[src/rtl/ecdf_emd_pkg.sv]
// ----------------------------------------------------------------------------
// ecdf_emd_pkg
// Shared sizes, payload types, codes and helpers for the ecdf distance core
// ----------------------------------------------------------------------------
package ecdf_emd_pkg;

    localparam int MAX_POINTS         = 1024;
    localparam int LOCATION_BITS      = 32;
    localparam int MASS_FRACTION_BITS = 16;
    localparam int LOC_FRAC_BITS      = 16;

    localparam int MASS_W  = MASS_FRACTION_BITS + 1;
    localparam int ADDR_W  = $clog2(MAX_POINTS);
    localparam int CNT_W   = $clog2(MAX_POINTS + 1);
    localparam int START_W = ((LOCATION_BITS > LOC_FRAC_BITS + 1) ?
                              LOCATION_BITS : LOC_FRAC_BITS + 1) + 1;
    localparam int DIFF_W  = START_W + 1;
    localparam int PROD_W  = DIFF_W + MASS_W + 1;
    localparam int DIST_W  = 63;
    localparam int ACC_MIN = PROD_W + CNT_W + 1;
    localparam int ACC_W   = (ACC_MIN > DIST_W + 2) ? ACC_MIN : DIST_W + 2;
    localparam int ENTRY_W = LOCATION_BITS + MASS_W;

    localparam int QUEUE_DEPTH = 4;
    localparam int QPTR_W      = $clog2(QUEUE_DEPTH);

    localparam logic [MASS_W-1:0] FULL_MASS = {1'b1, {MASS_FRACTION_BITS{1'b0}}};
    localparam logic [CNT_W-1:0]  CNT_FULL  = CNT_W'(MAX_POINTS);
    localparam logic [CNT_W-1:0]  CNT_ONE   = {{(CNT_W-1){1'b0}}, 1'b1};
    localparam logic signed [DIFF_W-1:0] LOC_ONE =
        {{(DIFF_W-LOC_FRAC_BITS-1){1'b0}}, 1'b1, {LOC_FRAC_BITS{1'b0}}};
    localparam logic [DIST_W-1:0] DIST_MAX = {DIST_W{1'b1}};

    localparam logic LIST_FIRST  = 1'b0;
    localparam logic LIST_SECOND = 1'b1;

    localparam logic [1:0] STATUS_OK        = 2'd0;
    localparam logic [1:0] STATUS_EMPTY     = 2'd1;
    localparam logic [1:0] STATUS_OVERFLOW  = 2'd2;
    localparam logic [1:0] STATUS_SATURATED = 2'd3;

    typedef struct packed {
        logic                            func;
        logic signed [LOCATION_BITS-1:0] location;
        logic [MASS_W-1:0]               mass;
        logic                            last_point;
    } in_item_t;

    typedef struct packed {
        logic [DIST_W-1:0] distance;
        logic [1:0]        status;
    } out_item_t;

    typedef enum logic [2:0] {
        ST_IDLE,
        ST_DECIDE,
        ST_START,
        ST_LOAD,
        ST_STEP,
        ST_DRAIN0,
        ST_DRAIN1,
        ST_RESULT
    } back_state_t;

    typedef enum logic [1:0] {
        MODE_MERGE,
        MODE_TAIL1,
        MODE_TAIL2
    } sweep_mode_t;

    function automatic logic signed [DIFF_W-1:0] loc_to_diff(
        input logic signed [LOCATION_BITS-1:0] loc
    );
        return {{(DIFF_W-LOCATION_BITS){loc[LOCATION_BITS-1]}}, loc};
    endfunction

    function automatic logic signed [DIFF_W-1:0] start_to_diff(
        input logic signed [START_W-1:0] start
    );
        return {start[START_W-1], start};
    endfunction

endpackage

[src/rtl/ecdf_emd_front.sv]
// ----------------------------------------------------------------------------
// ecdf_emd_front
// Accepts points, clamps masses to one and buffers them in a short queue
// ----------------------------------------------------------------------------
module ecdf_emd_front (
    input  logic                   aclk,
    input  logic                   aresetn,
    input  logic                   s_valid,
    output logic                   s_ready,
    input  ecdf_emd_pkg::in_item_t s_data,
    output logic                   q_valid,
    input  logic                   q_ready,
    output ecdf_emd_pkg::in_item_t q_data
);

    ecdf_emd_pkg::in_item_t            queue_reg [ecdf_emd_pkg::QUEUE_DEPTH];
    logic [ecdf_emd_pkg::QPTR_W-1:0]   wr_ptr_reg, wr_ptr_next;
    logic [ecdf_emd_pkg::QPTR_W-1:0]   rd_ptr_reg, rd_ptr_next;
    logic [ecdf_emd_pkg::QPTR_W:0]     fill_reg, fill_next;
    ecdf_emd_pkg::in_item_t            item;
    logic                              push, pop;

    assign s_ready = (fill_reg != (ecdf_emd_pkg::QPTR_W+1)'(ecdf_emd_pkg::QUEUE_DEPTH));
    assign q_valid = (fill_reg != '0);
    assign q_data  = queue_reg[rd_ptr_reg];
    assign push    = s_valid && s_ready;
    assign pop     = q_valid && q_ready;

    // clamp mass above one
    always_comb begin
        item = s_data;
        if (s_data.mass > ecdf_emd_pkg::FULL_MASS) begin
            item.mass = ecdf_emd_pkg::FULL_MASS;
        end
    end

    always_comb begin
        wr_ptr_next = push ? wr_ptr_reg + 1'b1 : wr_ptr_reg;
        rd_ptr_next = pop ? rd_ptr_reg + 1'b1 : rd_ptr_reg;
        fill_next   = fill_reg;
        if (push && !pop) begin
            fill_next = fill_reg + 1'b1;
        end else if (pop && !push) begin
            fill_next = fill_reg - 1'b1;
        end
    end

    always_ff @(posedge aclk) begin
        if (!aresetn) begin
            wr_ptr_reg <= '0;
            rd_ptr_reg <= '0;
            fill_reg   <= '0;
        end else begin
            wr_ptr_reg <= wr_ptr_next;
            rd_ptr_reg <= rd_ptr_next;
            fill_reg   <= fill_next;
        end
    end

    always_ff @(posedge aclk) begin
        if (push) begin
            queue_reg[wr_ptr_reg] <= item;
        end
    end

endmodule

[config.mk]
export PLATFORM = sky130hd
export DESIGN_NAME = ecdf_emd_front
export DESIGN_NICKNAME = d
export VERILOG_FILES = /design/src/rtl/ecdf_emd_pkg.sv /design/src/rtl/ecdf_emd_front.sv
export SDC_FILE = /design/constraint.sdc
export NUM_CORES = 1
export LEC_CHECK = 0
export BUFFER_PORTS_ARGS = -buffer_cell sky130_fd_sc_hd__buf_2
export CELL_PAD_IN_SITES_DETAIL_PLACEMENT = 0
export CELL_PAD_IN_SITES_GLOBAL_PLACEMENT = 1
export CORE_ASPECT_RATIO = 1.25
export CORE_MARGIN = 4
export CORE_UTILIZATION = 40
export DETAILED_ROUTE_END_ITERATION = 7
export PLACE_DENSITY_LB_ADDON = 0.1
export SYNTH_ARGS = -nofsm -noshare
export SYNTH_HDL_FRONTEND = slang
export SYNTH_SLANG_ARGS = --single-unit
[constraint.sdc]
create_clock -name aclk -period 3.4 [get_ports aclk]
set_clock_uncertainty 0.05 [all_clocks]
set_input_delay 0.34 -clock aclk [delete_from_list [all_inputs] [get_ports aclk]]
set_output_delay 0.34 -clock aclk [all_outputs]
set_load 0.02 [all_outputs]
==> impl_metrics.tcl <==
set metrics [dict create \
    detail_route.iter0.violations 203 \
    critical_path.reg2reg.startpoint "fill_reg[0]$_SDFFE_PN0P_" \
    synth_sequential_area_ratio_pct 78.3 \
    core_region_area_um2 19600 \
    area_growth_pct 20.3 \
    netlist_instances 339 \
    register_to_register_setup_slack_ns 1.29 \
    fmax_mhz 376 \
    grt_first_pass_wirelength_um 23500 \
    cts_tree "done" \
    die_area_um2 22500 \
    timing.max_slew.rel_slack_pct 47.9 \
    setup-violations-final 0 \
    overall_routing_resource_usage_pct 13.6 \
    grt.overflow.total 0 \
    hold-path-cell-count 1 \
    number_of_h_tree_branching_levels 1 \
    floorplan.initialDensity_pct 41.1 \
    ant_nets 0 \
    holdCritPathClass "primary input to flop" \
    firstDrtPassIters 4 \
    period_utilisation_layout_pct 78.2 \
    die-height_um 167 \
    synth_cell_type_count 26 \
    final_cell_count_no_fill 750 \
    max-cap-violations 0 \
    drcViolationCount 0 \
    critical_path.reg2reg.endpoint "fill_reg[2]$_SDFFE_PN0P_" \
    critical_path_class "flop to primary output" \
    fin_crit_ns 2.66 \
    clk_latency_ns 0.48 \
    worst_ir_drop_vdd_v 0.000484 \
    p_per_area_nw_per_um2 769 \
    layout_common_cells "edfxtp_1 (204), buf_2 (107), mux4_2 (50)" \
    synth_area_per_cell_um2 23.8 \
    numCtsBuffers 22 \
    hpwlAfterDp_um 9110 \
    ys_ff_latch 213 \
    io_buffers 107 \
    worst_pin_slew_ns 0.781 \
    setup.worst_path.end_class "primary output" \
    route.vias.total 3718 \
    timing.critical_path.required_ns 3.01 \
    critPathMaxFanout 29 \
    ctsRootBufferMaster "clkbuf_16" \
    worst_setup_path_start_kind "flop" \
    route.detailed.wl_per_inst_um 20.1 \
    place.detailed.instances 705 \
    io-pin-count 108 \
    final_common_cell "edfxtp_1" \
    design_power_total_mw 7.45 \
    crit_path_end "q_data[42]" \
    cts_num_sinks 213 \
    post_cts_buffers 0 \
    first_global_vias 4121 \
    run_status "finished clean" \
    route.final.wire_length_um 15100 \
    fp_rows 57 \
    final_hold_viol_count 0 \
    dieWidth_um 135 \
    num_antenna_cells 0 \
    share_of_layout_cells_above_drive_strength_1_pct 43.1 \
    largest_reg_flops 204 \
    worstPathArrival_ns 2.27 \
    hold_slack_ns 0.0220 \
    setup_repair_after_global_routing_missed_its_margin "false" \
    grt_start_max_net_pins 52 \
    detail_route.vias_per_cell 4.96 \
    finalNetCount 531 \
    drv_slew 0 \
    antenna_found_initial 0 \
    synth-warning-count 0 \
    leakage_nw 3.28 \
    post_synth_instance_area_um2 8060 \
    cts-root-to-sink-buffers 3 \
    worstRegToRegCells 7 \
    tns_ns 0 \
    gp_congestion 0.683 \
    clk_transition_reported_paths_ns 0.06 \
    mappedNetlistNets 400 \
]
==> worst max-delay path, stage by stage (launching register included) <==
cell	delay (ns)
dfxtp_4	0.75
buf_4	0.31
mux4_2	0.52
buf_2	0.18
==> layer usage <==
metal  share of wire (%)  vias up  global-route usage (%)
met3                 5.6       21                    2.66
met4                 1.7        0                    3.29
met1                  40     1917                    17.0
met2                  53       93                    24.3
met5                   0        -                       0
li1                    -     1687                       -
==> kinds of logic (layout without fill, tap and decap cells) <==
family          count (synthesis)  after routing  synth area share, %
flops                         213            213                 78.3
compound gates                  9              9                0.839
fa+ha+maj                       6              6                 1.03
buf+inv                        20            166                 2.11
simple gates                   35             35                 2.89
xor+xnor                        4              4                0.435
mux                            52             52                 14.4
==> timing repair <==
action / CTS / global route
hold endpoints to repair: 14 / 6
hold buffers: 4 / 2
setup endpoints to repair: 0 / 0
gates resized for setup: 0 / 0
==> final cells by class <==
cell class	count	area [um2]
sequential	213	6310
timing repair buffer	120	711
inverter	7	26.3
fill	1639	9920
multi-input combinational	106	1590
tap	265	332
clock buffer	25	583
clock inverter	14	141
==> where the power goes <==
group          internal, mW  switching (mW)
registers              3.16           0.185
logic                 0.783           0.946
clock network          1.45           0.926
==> how the worst min path moves through the flow <==
stage	slack, ns	end	from
after floorplan	0.39	queue_reg[0][0]$_DFFE_PP_	s_data[0]
after global placement	0.45	wr_ptr_reg[0]$_SDFFE_PN0P_	wr_ptr_reg[0]$_SDFFE_PN0P_
after detailed placement	0.46	flop	rd_ptr_reg[0]$_SDFFE_PN0P_
after CTS	0.0007	queue_reg[1][19]$_DFFE_PP_	s_data[19]
after global routing	0.001	queue_reg[0][44]$_DFFE_PP_	s_data[44]
final	0.02	queue_reg[2][0]$_DFFE_PP_	s_data[0]
==> through the flow <==
stage          setup WS (ns)  util [%]  area [um2]
4_1_cts                0.649      49.3        9670
5_1_grt                0.568      49.4        9690
2_1_floorplan          0.869         -        8060
6_report               0.742      49.4        9690
3_5_place_dp            1.19      45.4        8900
3_3_place_gp            1.20      45.4        8900
==> Yosys cell counts, drive strengths merged <==
cell type / instances / area, um2
nor2: 6 / 22.5
and3: 4 / 25.0
fa: 1 / 20.0
nor2b: 16 / 100
o31ai: 1 / 12.5
o21ai: 3 / 15.0
edfxtp: 204 / 6130
dfxtp: 9 / 180
a21oi: 3 / 15.0
clkbuf: 1 / 3.75
or3: 2 / 12.5
a41oi: 1 / 16.3
inv: 7 / 26.3
o311ai: 1 / 8.76
ha: 5 / 62.6
buf: 12 / 140
xor2: 4 / 35.0
mux2i: 1 / 10.0
nor4: 4 / 50.1
nand3: 2 / 10.0
mux4: 51 / 1150
nor3b: 1 / 12.5
Note: power is estimated with default switching activity, not from simulation.
